**src/rtl/hdg_pkg.sv**
```systemverilog
// Shared types, constants and the arctangent table for the compass heading pipeline.
// Used by every module under rtl/; it depends on nothing else.
`default_nettype none

package hdg_pkg;

    localparam int CORDIC_STAGES     = 16;
    localparam int HEADING_FRAC_BITS = 6;

    localparam int TABLE_LEN     = 24;
    localparam int NUM_STAGES    = (CORDIC_STAGES < TABLE_LEN) ? CORDIC_STAGES : TABLE_LEN;
    localparam int ANG_FRAC      = 20;
    localparam int PRESCALE_BITS = 16;
    localparam int DEG_HALF      = 180;
    localparam int DEG_FULL      = 360;

    localparam int AXIS_W = 24;
    localparam int DIFF_W = AXIS_W + 1;
    // prescaled magnitude below 2^40.5, CORDIC gain below 1.65
    localparam int VEC_W  = DIFF_W + PRESCALE_BITS + 2;
    localparam int ANG_W  = 31;
    localparam int HEAD_W = 15;
    localparam int IDX_W  = 5;
    localparam int ROUND_SH = ANG_FRAC - HEADING_FRAC_BITS;

    localparam logic signed [ANG_W-1:0] HALF_ANG   = ANG_W'(DEG_HALF * (2 ** ANG_FRAC));
    localparam logic signed [ANG_W-1:0] FULL_ANG   = ANG_W'(DEG_FULL * (2 ** ANG_FRAC));
    localparam logic signed [ANG_W-1:0] ROUND_HALF = ANG_W'(2 ** (ROUND_SH - 1));

    // configuration register indexes
    localparam logic REG_OFFSET_X = 1'b0;
    localparam logic REG_OFFSET_Y = 1'b1;

    typedef struct packed {
        logic signed [VEC_W-1:0] x;
        logic signed [VEC_W-1:0] y;
        logic signed [ANG_W-1:0] z;
        logic                    zero;
    } hdg_vec_t;

    // atan(2^-i) in degrees, 20 fraction bits, rounded to nearest
    function automatic logic signed [ANG_W-1:0] atan_deg(input logic [IDX_W-1:0] idx);
        logic [26:0] val;
        case (idx)
            5'd0:    val = 27'd47185920;
            5'd1:    val = 27'd27855475;
            5'd2:    val = 27'd14718068;
            5'd3:    val = 27'd7471121;
            5'd4:    val = 27'd3750058;
            5'd5:    val = 27'd1876857;
            5'd6:    val = 27'd938658;
            5'd7:    val = 27'd469357;
            5'd8:    val = 27'd234682;
            5'd9:    val = 27'd117342;
            5'd10:   val = 27'd58671;
            5'd11:   val = 27'd29335;
            5'd12:   val = 27'd14668;
            5'd13:   val = 27'd7334;
            5'd14:   val = 27'd3667;
            5'd15:   val = 27'd1833;
            5'd16:   val = 27'd917;
            5'd17:   val = 27'd458;
            5'd18:   val = 27'd229;
            5'd19:   val = 27'd115;
            5'd20:   val = 27'd57;
            5'd21:   val = 27'd29;
            5'd22:   val = 27'd14;
            5'd23:   val = 27'd7;
            default: val = 27'd0;
        endcase
        return signed'({{(ANG_W-27){1'b0}}, val});
    endfunction

endpackage

`default_nettype wire

```
**src/rtl/hdg_finish.sv**
```systemverilog
// Back end: wraps the angle into one turn, rounds to the output format, holds the result.
// Depends on hdg_pkg.
`default_nettype none

module hdg_finish (
    input  wire logic                        aclk,
    input  wire logic                        aresetn,
    input  wire logic                        ld_wrap,
    input  wire logic                        ld_out,
    input  wire logic                        in_valid,
    input  wire hdg_pkg::hdg_vec_t           in_vec,
    output      logic                        wrap_valid,
    output      logic                        out_valid,
    output      logic [hdg_pkg::HEAD_W-1:0]  heading
);
    import hdg_pkg::*;

    logic signed [ANG_W-1:0] total_reg, total_next;
    logic signed [ANG_W-1:0] sum;
    logic [ANG_W-1:0]        h;
    logic                    at_full;
    logic                    wrap_valid_reg, out_valid_reg;
    logic [HEAD_W-1:0]       heading_reg, heading_next;

    always_comb begin
        if (in_vec.zero) begin
            total_next = '0;
        end else if (in_vec.z < 0) begin
            total_next = in_vec.z + FULL_ANG;
        end else if (in_vec.z >= FULL_ANG) begin
            total_next = in_vec.z - FULL_ANG;
        end else begin
            total_next = in_vec.z;
        end
    end

    always_comb begin
        sum     = total_reg + ROUND_HALF;
        h       = unsigned'(sum) >> ROUND_SH;
        at_full = total_reg >= (FULL_ANG - ROUND_HALF);
        heading_next = at_full ? '0 : h[HEAD_W-1:0];
    end

    always_ff @(posedge aclk) begin
        if (!aresetn) begin
            wrap_valid_reg <= 1'b0;
            out_valid_reg  <= 1'b0;
        end else begin
            if (ld_wrap) begin
                wrap_valid_reg <= in_valid;
            end
            if (ld_out) begin
                out_valid_reg <= wrap_valid_reg;
            end
        end
    end

    always_ff @(posedge aclk) begin
        if (ld_wrap) begin
            total_reg <= total_next;
        end
        if (ld_out) begin
            heading_reg <= heading_next;
        end
    end

    assign wrap_valid = wrap_valid_reg;
    assign out_valid  = out_valid_reg;
    assign heading    = heading_reg;

endmodule

`default_nettype wire

```
**config.mk**
```make
export PLATFORM = sky130hd
export DESIGN_NAME = hdg_finish
export DESIGN_NICKNAME = d
export VERILOG_FILES = /design/src/rtl/hdg_pkg.sv /design/src/rtl/hdg_finish.sv
export SDC_FILE = /design/constraint.sdc
export NUM_CORES = 1
export LEC_CHECK = 0
export ABC_AREA = 0
export BUFFER_PORTS_ARGS = -buffer_cell sky130_fd_sc_hd__buf_2
export CAP_MARGIN = 40
export CELL_PAD_IN_SITES_DETAIL_PLACEMENT = 2
export CELL_PAD_IN_SITES_GLOBAL_PLACEMENT = 2
export CORE_ASPECT_RATIO = 0.9
export CORE_MARGIN = 2
export CORE_UTILIZATION = 26
export DETAILED_ROUTE_END_ITERATION = 8
export GPL_ROUTABILITY_DRIVEN = 0
export GPL_TIMING_DRIVEN = 0
export PLACE_DENSITY = 0.8
export RECOVER_POWER = 50
export SYNTH_ARGS = -nofsm -noshare
export SYNTH_HDL_FRONTEND = slang
export SYNTH_SLANG_ARGS = --single-unit
```
**constraint.sdc**
```tcl
create_clock -name aclk -period 2.1 [get_ports aclk]
set_input_delay 0 -clock aclk [delete_from_list [all_inputs] [get_ports aclk]]
set_output_delay 0 -clock aclk [all_outputs]
set_load 0.03 [all_outputs]
```
# Word level (Yosys, flattened, before mapping)
# Index checks and enable logic that the tools add are counted.
[word_totals] reg_bits=48 input_bits=123 out_inout_bits=17 word_cells=12
[op_classes] addsub=3 magnitude_cmp=3 muxes=2
[ops] cell="greater-or-equal comparator 31 x 30 -> 1 bit (second input constant)" n=2
[ops] cell="2-to-1 mux 31 bit" n=2
[ops] cell="adder 31 x 30 -> 31 bit (second input constant)" n=1
[ops] cell="< comparator 31 x 1 -> 1 bit (second input constant)" n=1
[ops] cell="subtractor 31 x 30 -> 31 bit (second input constant)" n=1
[ops] cell="adder 29 x 15 -> 29 bit (second input constant)" n=1

# Depth between registers and ports, before layout
[logic_depth] depth_word=3 mapped_depth=7 mapped_depth_nobuf=7

# Worst setup path before layout
# OpenSTA, ideal clock, no wires.
[synth_path] path_kind="register -> register" start="reg total_reg[13]" end="reg heading_reg[6] (netlist: heading[6]), data pin" setup_time_ns=0.255 arrival_time_ns=1.651 required_time_ns=1.845 setup_slack_ns=0.194 stages_incl_launch_ff=8 n_path_buf=1 period_less_slack_ns=1.906 cell_sequence="edfxtp_1 -> ha_1 -> nand3_1 -> nor3_2 -> o31ai_1 -> a311oi_4 -> buf_6 -> nor2_2"
[synth_via] elab_chain_cells=1 word_cells_on_any_way=2 classes_between="add/sub (1); order compare (1)"
[synth_lines] element="from (decl)" line_no="hdg_finish.sv:18" text="logic signed [ANG_W-1:0] total_reg, total_next;"
[synth_lines] element="from (signal assigned)" line_no="hdg_finish.sv:60" text="total_reg <= total_next;"
[synth_lines] element="adder 29 x 15 -> 29 bit or greater-or-equal comparator 31 x 30 -> 1 bit (tied branches)" line_no="hdg_finish.sv:38, hdg_finish.sv:40"
[synth_lines] element="to (signal assigned)" line_no="hdg_finish.sv:63" text="heading_reg <= heading_next;"
[synth_lines] element="to (decl)" line_no="hdg_finish.sv:23" text="logic [HEAD_W-1:0] heading_reg, heading_next;"
# Parallel ways exist; a longest one is shown, timed or not.
# A chain may end at the register's enable or synchronous reset.

# Worst setup path after layout
[layout_path] start="reg total_reg[13]" end="reg heading_reg[8] (netlist: heading[8]), data pin"
# Same word-level chain as after synthesis.

==> impl_metrics.json <==
{
  "hold_path_startpoint": "in_vec[12]",
  "rr_endpoint": "heading[8]$_SDFFCE_PP0P_",
  "fin_nets": 405,
  "routedWlPerCell_um": 16.7,
  "post_synth_inst_count": 208,
  "switching_power_uw": 596,
  "cp_top_family": "compound AO/OA/AOI/OAI gates",
  "core_um2": 9210,
  "start_util": 0.271,
  "dpl.hpwl_um": 4890,
  "start_kind": "flip-flop",
  "total_power_uw": 2140,
  "grt_max_degree": 33,
  "hp-class": "in -> reg",
  "diodes": 0,
  "placed_area_um2": 2910,
  "slowest_delay_ps": 420,
  "clkSinkCount": 48,
  "seq_area_frac_synth": 0.569,
  "cp-end-kind": "flip-flop",
  "via_count": 1846,
  "status": "completed",
  "grt_pass1_vias": 1957,
  "hold_viol": 0,
  "startpoint": "total_reg[13]$_SDFFCE_PP0P_",
  "r2r_cells": 7,
  "htreeDepth": 2,
  "comb_power_share": 0.191,
  "max_freq_mhz": 488,
  "worst_pin_slew_ps": 796,
  "worstSetupPathType": "reg -> reg",
  "report.final.slew_viol_count": 0,
  "whs_endpoint": "total_reg[11]$_SDFFCE_PP0P_",
  "n_fill_cell": 978,
  "synth_area_per_cell_um2": 12.0,
  "switching_share": 0.279,
  "setup-violations-final": 0,
  "worstPathCellList": "ha_2 > nand3_4 > nor3_4 > o31ai_1 > a311oi_4 > buf_6 > nor2_2",
  "drtIter0Drc": 61,
  "skew_ps": 12.3,
  "p_leak_uw": 0.00119,
  "min_period_ps": 2050,
  "fin_area_um2": 3120,
  "cts_buffers": 5,
  "wl_um": 6730,
  "p_int_uw": 1540,
  "die_h_um": 97,
  "drt-pass1-iter-count": 4,
  "grt_pass1_wl_um": 10300,
  "antenna_left": 0,
  "slew_headroom": 0.470,
  "port_buffers": 52,
  "worstPathMaxFanout": 5,
  "clock_path_buffers": 2,
  "synth_seq_cells": 48,
  "root_buffer": "clkbuf_8",
  "avgViaCountPerCell": 4.59,
  "largest_register_ffs": 31,
  "synth_enable_flop_cells": 46,
  "antenna_found_initial": 0,
  "cp_num_buf_inv": 1,
  "synth_cell_types": 48,
  "syn-num-nets": 334,
  "grt_overflow_total": 0,
  "syn_to_final_growth_pct": 25.0,
  "post-route-drc-count": 0,
  "die_w_um": 107,
  "num_rows": 33,
  "required_ps": 2150,
  "clkPwrFrac": 0.251,
  "multi_input_area_um2": 1030,
  "async_reset_ff_frac": 0,
  "whs_ps": 10.0,
  "die_area_um2": 10400,
  "peakVddDrop_mv": 0.255,
  "synth_warnings": 0,
  "period_share": 0.975,
  "reg2reg_from": "total_reg[13]$_SDFFCE_PP0P_",
  "ff_latch_area_um2": 1420,
  "hold_path_depth": 2,
  "drv_cap": 0,
  "p_seq_frac": 0.558,
  "ys.flop_type": "edfxtp_1",
  "slowest_stage": "edfxtp_1",
  "syn_area_um2": 2500,
  "ios": 140,
  "critPathArrivalTime_ps": 2100,
  "r2r_setup_slack_ps": 50,
  "track_usage": 0.126,
  "drive_gt1_frac": 0.339,
  "path_clk_slew_ps": 90,
  "cts_tree": "done",
  "clk_latency_ps": 300,
  "utilization": 0.339,
  "p_per_area_nw_per_um2": 684
}
==> area by class of cell <==
cell class	count	area share
multi-input cells	145	0.331
clock buffers	6	0.0232
inverters	7	0.00841
repair buffers	64	0.115
well taps	122	0.0489
plain buffers	8	0.0140
flip-flops and latches	48	0.455
clock inverters	2	0.00400
==> cell usage after synthesis (all sizes together) (2+ instances only) <==
cell	instances	area, µm²
mux2i	3	30.0
clkbuf	4	15.0
nor4	7	43.8
nor4b	2	17.5
a21oi	4	20.0
nand2	6	22.5
dfxtp	2	40.0
edfxtp	46	1380
o21ai	4	27.5
xor2	8	70.1
a311oi	2	35.0
o211ai	2	15.0
inv	7	26.3
and3	4	25.0
buf	4	28.8
nor3	7	51.3
nor2	25	119
ha	3	37.5
nor2b	28	175
xnor2	7	61.3
nand3	8	50.1
nand4	6	43.8
a211oi	3	22.5
==> routing by layer <==
| layer | routed length, µm | vias to the layer above | track usage |
|---|---|---|---|
| met1 | 2680 | 897 | 0.143 |
| met5 | 0 | - | 0 |
| met3 | 218 | 10 | 0.0283 |
| met4 | 78 | 0 | 0.0286 |
| met2 | 3760 | 34 | 0.238 |
| li1 | - | 905 | - |
==> placed cells by master (no fill, tap or decap), types with 5 or more instances in the layout <==
cell type | netlist | layout
inv_1 | 7 | 7
nand3_1 | 6 | 5
clkbuf_1 | 4 | 7
buf_4 | 1 | 9
nor3_1 | 5 | 5
nand4_1 | 5 | 5
clkbuf_8 | 0 | 5
xnor2_1 | 7 | 7
nor2_1 | 15 | 15
nor2b_1 | 28 | 28
nand2_1 | 6 | 6
buf_2 | 2 | 52
nor2_2 | 10 | 10
edfxtp_1 | 46 | 46
xor2_1 | 8 | 8
nor4_1 | 7 | 6
==> power by group through the flow <==
stage	logic, µW	clock network (µW)	registers (µW)
floorplan	172	0	1260
global placement	358	0	1200
detailed placement	373	0	1210
CTS	382	546	1190
global route	447	579	1200
finish	408	537	1190
==> stage by stage <==
step | std cells | TNS [ps] | setup slack [ps]
floorplan | 208 | 0 | 194
global placement | 382 | -478 | -49.0
detailed placement | 382 | -1200 | -131
CTS | 393 | 0 | 5.73
global route | 402 | -752 | -66.1
finish | 402 | 0 | 52.7
==> cell families (layout without fill, tap and decap cells) <==
family / Yosys count / after routing / share of synthesized area
buffers and inverters: 15 / 87 / 0.0280
xor gates and xnor gates: 15 / 15 / 0.0526
adders and majority gates: 3 / 3 / 0.0150
DFF: 48 / 48 / 0.569
muxes: 4 / 4 / 0.0165
and+or+nand+nor: 98 / 98 / 0.237
AOI/OAI and AO/OA: 25 / 25 / 0.0821
==> worst max-delay path by stage <==
| stage | endpoint | slack, ps | depth (start not counted) |
|---|---|---|---|
| after CTS | heading[8]$_SDFFCE_PP0P_ | 6 | 7 |
| after global routing | heading[8]$_SDFFCE_PP0P_ | -70 | 7 |
| after global placement | heading[9]$_SDFFCE_PP0P_ | -50 | 7 |
| after detailed placement | heading[8]$_SDFFCE_PP0P_ | -130 | 7 |
| after floorplan | heading[6]$_SDFFCE_PP0P_ | 190 | 7 |
| final | heading[8]$_SDFFCE_PP0P_ | 50 | 7 |
==> timing repair <==
action                                  in CTS  in global routing
resized for setup                            1                  8
hold buffers                                 2                  0
endpoints found under the hold margin        2                  0
endpoints found under the setup margin      10                 15
buffers inserted                             1                  8
pin swaps                                    1                  5
cloned                                       0                  1
No activity file was read; power rests on OpenSTA's default activity.
