===== config.mk =====
export PLATFORM = sky130hd
export DESIGN_NAME = hdg_front
export DESIGN_NICKNAME = d
export VERILOG_FILES = /design/src/rtl/hdg_pkg.sv /design/src/rtl/hdg_front.sv
export SDC_FILE = /design/constraint.sdc
export NUM_CORES = 1
export LEC_CHECK = 0
export ABC_CLOCK_PERIOD_IN_PS = 3650
export BUFFER_PORTS_ARGS = -buffer_cell sky130_fd_sc_hd__buf_2
export CORE_ASPECT_RATIO = 0.7
export CORE_UTILIZATION = 26
export CTS_BUF_LIST = sky130_fd_sc_hd__clkbuf_8
export DETAILED_ROUTE_END_ITERATION = 12
export GPL_TIMING_DRIVEN = 0
export SLEW_MARGIN = 10
export SYNTH_ARGS = -nofsm -noshare
export SYNTH_HDL_FRONTEND = slang
export SYNTH_SLANG_ARGS = --single-unit

===== constraint.sdc =====
create_clock -name aclk -period 3.65 [get_ports aclk]
set_clock_uncertainty 0.2 [all_clocks]
set_input_delay 1.095 -clock aclk [delete_from_list [all_inputs] [get_ports aclk]]
set_output_delay 1.095 -clock aclk [all_outputs]
set_load 0.05 [all_outputs]

===== src/rtl/hdg_pkg.sv =====
// Shared types, constants and the arctangent table for the compass heading pipeline.
// Used by every module under rtl/; it depends on nothing else.
`default_nettype none

package hdg_pkg;

    localparam int CORDIC_STAGES     = 16;
    localparam int HEADING_FRAC_BITS = 6;

    localparam int TABLE_LEN     = 24;
    localparam int NUM_STAGES    = (CORDIC_STAGES < TABLE_LEN) ? CORDIC_STAGES : TABLE_LEN;
    localparam int ANG_FRAC      = 20;
    localparam int PRESCALE_BITS = 16;
    localparam int DEG_HALF      = 180;
    localparam int DEG_FULL      = 360;

    localparam int AXIS_W = 24;
    localparam int DIFF_W = AXIS_W + 1;
    // prescaled magnitude below 2^40.5, CORDIC gain below 1.65
    localparam int VEC_W  = DIFF_W + PRESCALE_BITS + 2;
    localparam int ANG_W  = 31;
    localparam int HEAD_W = 15;
    localparam int IDX_W  = 5;
    localparam int ROUND_SH = ANG_FRAC - HEADING_FRAC_BITS;

    localparam logic signed [ANG_W-1:0] HALF_ANG   = ANG_W'(DEG_HALF * (2 ** ANG_FRAC));
    localparam logic signed [ANG_W-1:0] FULL_ANG   = ANG_W'(DEG_FULL * (2 ** ANG_FRAC));
    localparam logic signed [ANG_W-1:0] ROUND_HALF = ANG_W'(2 ** (ROUND_SH - 1));

    // configuration register indexes
    localparam logic REG_OFFSET_X = 1'b0;
    localparam logic REG_OFFSET_Y = 1'b1;

    typedef struct packed {
        logic signed [VEC_W-1:0] x;
        logic signed [VEC_W-1:0] y;
        logic signed [ANG_W-1:0] z;
        logic                    zero;
    } hdg_vec_t;

    // atan(2^-i) in degrees, 20 fraction bits, rounded to nearest
    function automatic logic signed [ANG_W-1:0] atan_deg(input logic [IDX_W-1:0] idx);
        logic [26:0] val;
        case (idx)
            5'd0:    val = 27'd47185920;
            5'd1:    val = 27'd27855475;
            5'd2:    val = 27'd14718068;
            5'd3:    val = 27'd7471121;
            5'd4:    val = 27'd3750058;
            5'd5:    val = 27'd1876857;
            5'd6:    val = 27'd938658;
            5'd7:    val = 27'd469357;
            5'd8:    val = 27'd234682;
            5'd9:    val = 27'd117342;
            5'd10:   val = 27'd58671;
            5'd11:   val = 27'd29335;
            5'd12:   val = 27'd14668;
            5'd13:   val = 27'd7334;
            5'd14:   val = 27'd3667;
            5'd15:   val = 27'd1833;
            5'd16:   val = 27'd917;
            5'd17:   val = 27'd458;
            5'd18:   val = 27'd229;
            5'd19:   val = 27'd115;
            5'd20:   val = 27'd57;
            5'd21:   val = 27'd29;
            5'd22:   val = 27'd14;
            5'd23:   val = 27'd7;
            default: val = 27'd0;
        endcase
        return signed'({{(ANG_W-27){1'b0}}, val});
    endfunction

endpackage

`default_nettype wire


===== src/rtl/hdg_front.sv =====
// Front stage: offset removal, prescale and left half plane fold into the CORDIC vector.
// Depends on hdg_pkg.
`default_nettype none

module hdg_front (
    input  wire logic                         aclk,
    input  wire logic                         aresetn,
    input  wire logic                         ld,
    input  wire logic                         in_valid,
    input  wire logic [hdg_pkg::AXIS_W-1:0]   raw_x,
    input  wire logic [hdg_pkg::AXIS_W-1:0]   raw_y,
    input  wire logic [hdg_pkg::AXIS_W-1:0]   off_x,
    input  wire logic [hdg_pkg::AXIS_W-1:0]   off_y,
    output      logic                         out_valid,
    output      hdg_pkg::hdg_vec_t            out_vec
);
    import hdg_pkg::*;

    logic signed [DIFF_W-1:0] sx, sy, ox, oy;
    logic signed [DIFF_W-1:0] dx, dy, ndx, ndy;
    logic                     valid_reg;
    hdg_vec_t                 vec_reg, vec_next;

    always_comb begin
        sx  = signed'({raw_x[AXIS_W-1], raw_x});
        sy  = signed'({raw_y[AXIS_W-1], raw_y});
        ox  = signed'({off_x[AXIS_W-1], off_x});
        oy  = signed'({off_y[AXIS_W-1], off_y});
        dx  = sx - ox;
        dy  = sy - oy;
        ndx = ox - sx;
        ndy = oy - sy;
        vec_next.zero = (raw_x == off_x) && (raw_y == off_y);
        if (dx[DIFF_W-1]) begin
            vec_next.x = VEC_W'(ndx) <<< PRESCALE_BITS;
            vec_next.y = VEC_W'(ndy) <<< PRESCALE_BITS;
            vec_next.z = HALF_ANG;
        end else begin
            vec_next.x = VEC_W'(dx) <<< PRESCALE_BITS;
            vec_next.y = VEC_W'(dy) <<< PRESCALE_BITS;
            vec_next.z = '0;
        end
    end

    always_ff @(posedge aclk) begin
        if (!aresetn) begin
            valid_reg <= 1'b0;
        end else if (ld) begin
            valid_reg <= in_valid;
        end
    end

    always_ff @(posedge aclk) begin
        if (ld) begin
            vec_reg <= vec_next;
        end
    end

    assign out_valid = valid_reg;
    assign out_vec   = vec_reg;

endmodule

`default_nettype wire


# Word level (Yosys, flattened, before mapping)
# Cells that the tools add are included.
op_classes:
  addsub: 4
  n_eq_ne: 2
  mux: 1
  n_reduce_logical: 1
op_table:
  columns: ["cell", "n"]
  rows:
  - ["2-to-1 mux 114 bit", 1]
  - ["subtractor 24 x 24 -> 25 bit", 4]
  - ["== test 24 bit", 2]
  - ["logical AND 1 bit", 1]
totals:
  regBits: 117
  out_inout_bits: 119

# Longest topological paths before layout
# Gate-level depths: netlist of the first run.
depth:
  word_depth: 2
  mapped_depth: 15

# Worst setup path after synthesis of the first run
# No wires, ideal clock.
synth_path:
  path_kind: "input port to flip-flop"
  from: "in off_x[0] (netlist name)"
  to: "reg vec_reg, in the netlist out_vec[113] (data pin)"
  setup_ns: 0.258
  arrival_time_ns: 3.172
  required_ns: 3.192
  slack_ns: 0.020
  path_stages: 12
  path_buffers: 0
  cell_sequence: "inv_1 > ha_1 > fa_1 > nor2b_1 > o21ai_1 > a21o_1 > a31oi_1 > a31oi_1 > o31a_1 > a311oi_1 > o22ai_1 > xnor2_1"
synth_rtl:
  columns: ["item", "line_no", "text"]
  rows:
  - ["from (decl)", "hdg_front.sv:12", "input wire logic [hdg_pkg::AXIS_W-1:0] off_x,"]
  - ["to (signal assigned)", "hdg_front.sv:55", "vec_reg <= vec_next;"]
  - ["to (decl)", "hdg_front.sv:22", "hdg_vec_t vec_reg, vec_next;"]

==> flow_results.org, run 1 <==
** Clock network
- Bufs on Longest Clock Path :: 2
- In this run, post-CTS hold repair placed 0 buffers.
- The clock net in this run drives a total of 53 sinks.
- Counting the buffers created by CTS gives 5.
- TritonCTS built the clock tree.
- Maximum level of the CTS H-tree :: 2
- Clock root buffer :: sky130_fd_sc_hd__clkbuf_8
- The later pin in the worst-skew pair is clocked with a latency of 320 ps.
- Clock input transition at the sequential cells of the worst setup and hold paths :: ~100 ps

** Route
- Summed over all layers, the routed wires come to roughly 26 mm.
- Total number of vias :: 7,343
- The first TritonRoute pass finished after 5 iterations.
- Vias/cell :: 4.76
- Antenna Nets Post-Route :: 0
- For this block, the initial DRC count from the detailed router was between 500 and 600.
- DR DRC count :: 0
- Average detailed-routed wire length per instance :: roughly 17 um

** Global route
- Sum of overflow across all layers after global routing :: 0
- Entering global routing, the biggest net connects 54 pins.
- The number of global-route vias before repair is ~6,400.
- For this run, the total global-route usage over all layers was measured as 0.171.
- Initial antenna violation count :: 11
- Wire length of the first global-routing pass :: 37.4 mm

** Yosys
- Synth unique cells :: 67
- For this run, the register share of the synthesized area comes to 0.216.
- Synthesis handed over a netlist of between 900 and 1,000 instances.
- In this run the cell area of the synthesized design comes to ~7300 um2.
- Async S/R FF share, synth :: 0
- Number of enable-type register cells in the synthesized netlist :: 52
- Cell type with the largest total area after synthesis :: sky130_fd_sc_hd__edfxtp_1
- The share of synthesized area in the top cell type comes to 0.213.
- Among all flip-flop cells after synthesis, the most frequent one is sky130_fd_sc_hd__edfxtp_1.
- During synthesis, Yosys emitted a total of 0 warnings.
- A synthesized cell averages 8.06 um2.
- Seq cells post-synth :: 53
- By area the synthesized netlist is led by sky130_fd_sc_hd__edfxtp_1 (21%), sky130_fd_sc_hd__ha_1 (16%), sky130_fd_sc_hd__buf_4 (7.1%).

** Worst setup path
- Critical path startpoint category :: input port
- The worst setup path is captured at a register.
- At the worst endpoint, the required time is around 3500 ps.
- Data arrives at the worst endpoint at approximately 3500 ps.
- For this design, the slowest cell found on the critical path is sky130_fd_sc_hd__o31ai_1.
- Category of the critical setup timing path :: input port to register
- Worst stage delay on the critical path :: 360 ps
- Maximum fanout count along the critical path :: 10
- Cell-by-cell trace of the critical path :: buf_2 > inv_1 > ha_1 > clkbuf_4 > and4_4 > nand3_1 > o211ai_1 > a21o_1 > a21o_1 > a311oi_2 > o31ai_1 > o22ai_2 > xnor2_1
- Counting cells, the worst reg-to-reg path comes to 2.
- Among the stages of the critical path, the cell type that occurs most often is sky130_fd_sc_hd__a21o_1.

** Die
- Chip height :: ~140 um
- The total area inside the core boundary comes to about 28,000 um2.
- Site row count :: just over 50
- The die covers ~29,000 um2.
- Initial core utilization :: 0.264
- The die is 203 um wide.
- Num ports :: between 200 and 250

** STA
- The worst pin sits at a relative slew slack of 0.457.
- Setup violations remaining at the end of the flow were counted as 0.
- Of the available clock period, the critical path in the final layout requires 0.989.
- The final number of max-transition violations was 0.
- Time the final worst path needs with I/O delays and setup :: 3610 ps
- The final hold violation count was 0.
- Top achievable clock speed :: 0.277 GHz
- Transition time of the tightest slew-check pin :: 814 ps
- Final hold slack :: around 330 ps
- Setup repair after global routing could not meet its margin everywhere.

** Placement
- Cell area reported after detailed placement :: approximately 9000 um2
- The count of buffers added on input and output ports is approximately 160.
- Placer's final routability congestion estimate :: about 0.94
- Detailed placer's ending HPWL :: approximately 20 mm

** Layout
- At the end of the flow the core is filled with cells to 0.352.
- With fillers left out, the area of the finished cells amounts to just under 10,000 um2.
- Relative to the synthesized area, the layout overhead comes to 33.4%.
- The library cells used most frequently in the layout, excluding fill and tap cells, are sky130_fd_sc_hd__buf_2 (163), sky130_fd_sc_hd__inv_1 (122), sky130_fd_sc_hd__buf_4 (107), sky130_fd_sc_hd__ha_1 (87), sky130_fd_sc_hd__a21oi_1 (68).
- In the final layout, the share of cells above drive strength 1 is 0.324.
- Number of fill cells in the layout :: ~2,900
- Total Nets Final :: approximately 1,400
- Most common library cell in the layout ignoring fill and taps :: sky130_fd_sc_hd__buf_2

** Hold path
- Hold Path Depth :: 2
- Worst hold path class :: register to register

** Power and ir drop
- Leakage power of the design :: slightly below 0.005 uW
- Dividing total power by cell area gives a power density of approximately 350 nW/um2.
- Worst vdd rail ir drop :: roughly 140 uV

** Status
- The run finished with clean final reports.

** Run
- Max Cap Violations :: 0
-- cell usage after synthesis (all sizes together), types with 15 or more instances --
| cell | instances |
|---|---|
| a21o | 42 |
| a21oi | 80 |
| buf | 92 |
| clkbuf | 16 |
| edfxtp | 52 |
| ha | 96 |
| inv | 124 |
| nand2 | 52 |
| nand3 | 20 |
| nand4 | 15 |
| nor2 | 45 |
| nor2b | 20 |
| o21ai | 48 |
| xnor2 | 29 |
| xor2 | 15 |
-- layout make-up --
| class | instances | area [um2] | share of cell area |
|---|---|---|---|
| Antenna cell | 5 | 12.5 | 0.00128 |
| Buffer | 106 | 833 | 0.0853 |
| Clock buffer | 5 | 68.8 | 0.00704 |
| Clock inverter | 2 | 7.51 | 0.000768 |
| Inverter | 124 | 473 | 0.0484 |
| Multi-Input combinational cell | 682 | 5230 | 0.536 |
| Sequential cell | 53 | 1580 | 0.162 |
| Tap cell | 371 | 464 | 0.0475 |
| Timing Repair Buffer | 195 | 1100 | 0.112 |
-- metal layers --
metal,track usage,vias to the layer above,wire length [um]
li1,-,3563,-
met1,0.261,3392,13300
met2,0.232,334,10200
met3,0.0462,42,2240
met4,0.0356,12,457
met5,0,-,92
-- logic make-up after synthesis --
group	synth area share
adder cells (fa/ha/maj)	0.175
other	0.000512
multiplexers	0.0166
XOR/XNOR	0.0526
buffers and inverters	0.163
flip-flops	0.216
AND/OR/NAND/NOR	0.135
AO/OA/AOI/OAI	0.242
-- per-stage QoR --
| step | total power (uW) | std cells | setup TNS [ps] | worst slack [ps] |
|---|---|---|---|---|
| finish | 3420 | 1543 | 0 | 38.4 |
| floorplan | 2310 | 967 | 0 | 20.0 |
| global placement | 2810 | 1497 | -24600 | -853 |
| CTS | 3250 | 1510 | -7.32 | -5.20 |
| detailed placement | 2810 | 1497 | -24880 | -851 |
| global route | 3610 | 1539 | -150 | -40.5 |
-- path summary, 6_finish.rpt --
check            start            to  slack (ps)
min          out_valid     out_valid         330
max reg2reg  out_valid     out_valid        2850
min reg2reg  out_valid     out_valid         330
max           raw_x[5]  out_vec[112]          40
-- power by group --
group	internal (uW)	switching [uW]
combinational	727	1450
clock	128	235
sequential	835	41.8
-- sequential cells by signal (all words and copies together), names as in the netlist --
name / count
out_vec: 52
out_valid: 1
-- worst max-delay path: cells and delay by family --
| kind | cells | cell delay (ps) |
|---|---|---|
| AOI/OAI and AO/OA | 6 | 1250 |
| buffers and inverters | 3 | 330 |
| and+or+nand+nor | 2 | 320 |
| adders and majority gates | 1 | 280 |
| xor gates and xnor gates | 1 | 190 |
-- timing repair --
action | 4_1_cts | 5_1_grt
gates cloned | 0 | 1
buffers inserted | 7 | 28
resized for setup | 45 | 100
pin swaps | 15 | 34
setup endpoints to repair | 41 | 44
(Power assumes the default switching activity.)
==> run 2, diff against run 1 <==
--- a/config.mk
+++ b/config.mk
@@ -9,7 +9,7 @@
 export BUFFER_PORTS_ARGS = -buffer_cell sky130_fd_sc_hd__buf_2
 export CORE_ASPECT_RATIO = 0.7
 export CORE_UTILIZATION = 26
-export CTS_BUF_LIST = sky130_fd_sc_hd__clkbuf_8
+export CTS_BUF_LIST = sky130_fd_sc_hd__clkbuf_4
 export DETAILED_ROUTE_END_ITERATION = 12
 export GPL_TIMING_DRIVEN = 0
 export SLEW_MARGIN = 10
==> flow_results.org, run 2 (synthesis results as in run 1) <==
** Power and ir drop
- Of the total power, the clock network draws 0.097.
- Dividing total power by cell area gives a power density of 350 nW/um2.
- Part of the power in registers :: 0.272
- Net load switching power :: 1680 uW
- The internal power of the cells totals ~1500 uW.
- Worst vdd rail ir drop :: roughly 100 uV
- The design draws 3220 uW.
- Leakage power of the design :: roughly 0.0047 uW
- Switching power as a share of total power :: 0.520
- The share of total power dissipated in combinational logic is 0.631.

** Global route
- Sum of overflow across all layers after global routing :: 0
- Via count of the first global-routing pass :: around 6,300
- For this run, the total global-route usage over all layers was measured as 0.170.
- Entering global routing, the biggest net connects 54 pins.
- The first global-routing pass estimated 37.1 mm of wire.
- Initial antenna violation count :: 12

** Clock network
- Clock input transition at the sequential cells of the worst setup and hold paths :: about 160 ps
- The tree is rooted in a sky130_fd_sc_hd__clkbuf_4.
- Num CTS Buffers :: 5
- CTS tree :: built
- For the worst-skew pair, the clock arrives at the later sink with an insertion delay of about 420 ps.
- The clock tree synthesis step divided the H-tree into 2 levels.
- For this design, the sink count on the clock tree is 53.
- No sink is reached through more buffers than the 2 on the longest clock path.

** Layout
- Post-layout utilization of the core :: 0.331
- Total Nets Final :: 1,337
- Leaving out fill and tap cells, the most frequent cells in the layout are sky130_fd_sc_hd__buf_2 (167), sky130_fd_sc_hd__inv_1 (123), sky130_fd_sc_hd__ha_1 (95), sky130_fd_sc_hd__buf_4 (78), sky130_fd_sc_hd__a21oi_1 (71).
- Fraction of final layout cells sized beyond drive strength 1 :: 0.274
- Number of flip-flops under the largest register name :: 52
- Relative to the synthesized area, the layout overhead comes to 25.4%.
- Once layout is complete, the cells apart from fillers number 1,514.
- The library cell used most frequently in the layout, excluding fill and tap cells, is sky130_fd_sc_hd__buf_2.

** Die
- The die is about 200 um wide.
- Area of the placeable core :: between 20,000 and 30,000 um2
- The floorplan step defined a die boundary enclosing about 29,000 um2.
- Site row count :: 51
- For this configuration, the core starts out at a cell density of 0.264.
- Num ports :: about 220
- Chip height :: 142 um

** Route
- Antenna Nets Post-Route :: 0
- Using the TritonRoute via totals, the vias-per-cell ratio works out to ~4.8.
- Number of violations reported at the end of detailed-routing iteration 0 :: 583
- Length of the first detailed-routing pass in iterations :: 5
- Average detailed-routed wire length per instance :: between 15 and 20 um
- Summing over every cut layer, the via total after detailed routing is roughly 7,000.
- For this run, design rule violations remaining after detail routing come to 0.
- Total Wirelength :: about 25 mm

** STA
- Transition time of the tightest slew-check pin :: approximately 830 ps
- In the finished design, the share of the clock period the worst path needs comes to 0.994.
- Total negative setup slack :: 0 ps
- The final number of max-transition violations is 0.
- Across all setup checks in the final design, the least slack found is 23.5 ps.
- The final hold violation count is 0.
- Timing would allow up to 0.276 GHz.
- Unrepaired setup endpoints after global routing :: true
- Setup violations remaining at the end of the flow were counted as 0.
- Headroom to the max-slew limit came out at 0.448.
- Time the final worst path needs with I/O delays and setup :: around 3600 ps

** Placement
- The congestion estimate from routability-driven global placement came to between 0.9 and 1.
- Cell count after placement :: 1,497
- Buffers placed on the I/O ports in this run total 159.
- The HPWL after detailed placement is 20.3 mm.
- OpenSTA, run right after detailed placement, puts the worst setup slack at -851 ps.

** Worst setup path
- Worst Path Arrival :: ~3600 ps
- Critical path startpoint category :: input port
- Along the worst path, the maximum fanout reaches 10.
- Capturing element type of the critical path :: register
- Data on the critical path is required at its endpoint by 3610 ps.
- Category of the critical setup timing path :: input port to register

** Run
- Max Cap Violations :: 0

** Hold path
- The tightest min-delay check is of the register to register type.

** Status
- The flow ran to the end, and the final reports show no timing, DRC or antenna violations.
==> run 2: metal layers <==
layer,vias to the layer above,track usage,part of all wire
met1,3338,0.259,0.51
met3,36,0.0462,0.091
met4,12,0.0392,0.018
met2,320,0.229,0.38
li1,3492,-,-
met5,-,0,0.0035
==> run 2: worst paths after layout <==
kind / startpoint / endpoint / slack (ps) / cells after the start
worst max-delay path: raw_x[11] / out_vec[68] / 20 / 14
worst min-delay path: out_valid / out_valid / 340 / 2
worst max register to register: out_valid / out_valid / 2850 / 2
worst min register to register: out_valid / out_valid / 340 / 2
==> run 2: layout make-up <==
class                   count  area, um2
fillers                  2926      18600
multi-input cells         682       4990
flip-flops and latches     53       1580
repair buffers            166        851
plain buffers             105        768
inverters                 124        468
well taps                 371        464
clock buffers               6       45.0
diodes                      6       15.0
clock inverters             1       3.75
==> run 2: through the flow <==
| step | hold slack (ps) | instance area [um2] |
|---|---|---|
| after floorplan | 543 | 7540 |
| after global placement | 306 | 8800 |
| after detailed placement | 313 | 8810 |
| after CTS | 342 | 8950 |
| after global routing | 399 | 9180 |
| final | 339 | 9190 |
==> run 2: critical path, stage by stage <==
cell	delay [ps]
sky130_fd_sc_hd__buf_2	90
sky130_fd_sc_hd__inv_1	40
sky130_fd_sc_hd__ha_1	280
sky130_fd_sc_hd__clkbuf_4	190
sky130_fd_sc_hd__a21oi_4	160
sky130_fd_sc_hd__o21ai_1	120
sky130_fd_sc_hd__a32oi_2	240
sky130_fd_sc_hd__a21oi_2	100
sky130_fd_sc_hd__o31a_1	310
sky130_fd_sc_hd__buf_6	150
sky130_fd_sc_hd__inv_4	130
sky130_fd_sc_hd__buf_6	240
sky130_fd_sc_hd__mux2i_1	290
sky130_fd_sc_hd__xnor2_1	120
==> run 2: repair_timing <==
item	CTS	global route
setup buffers	0	7
pin swaps	0	18
setup endpoints to repair	22	33
hold buffers	0	0
gates resized for setup	23	46
==> run 2: power groups by stage <==
stage / clock (uW) / sequential (uW) / combinational, uW
floorplan: 0 / 1300 / 1010
global placement: 0 / 897 / 1910
detailed placement: 0 / 893 / 1920
CTS: 333 / 881 / 1950
global route: 349 / 891 / 2170
finish: 312 / 875 / 2030
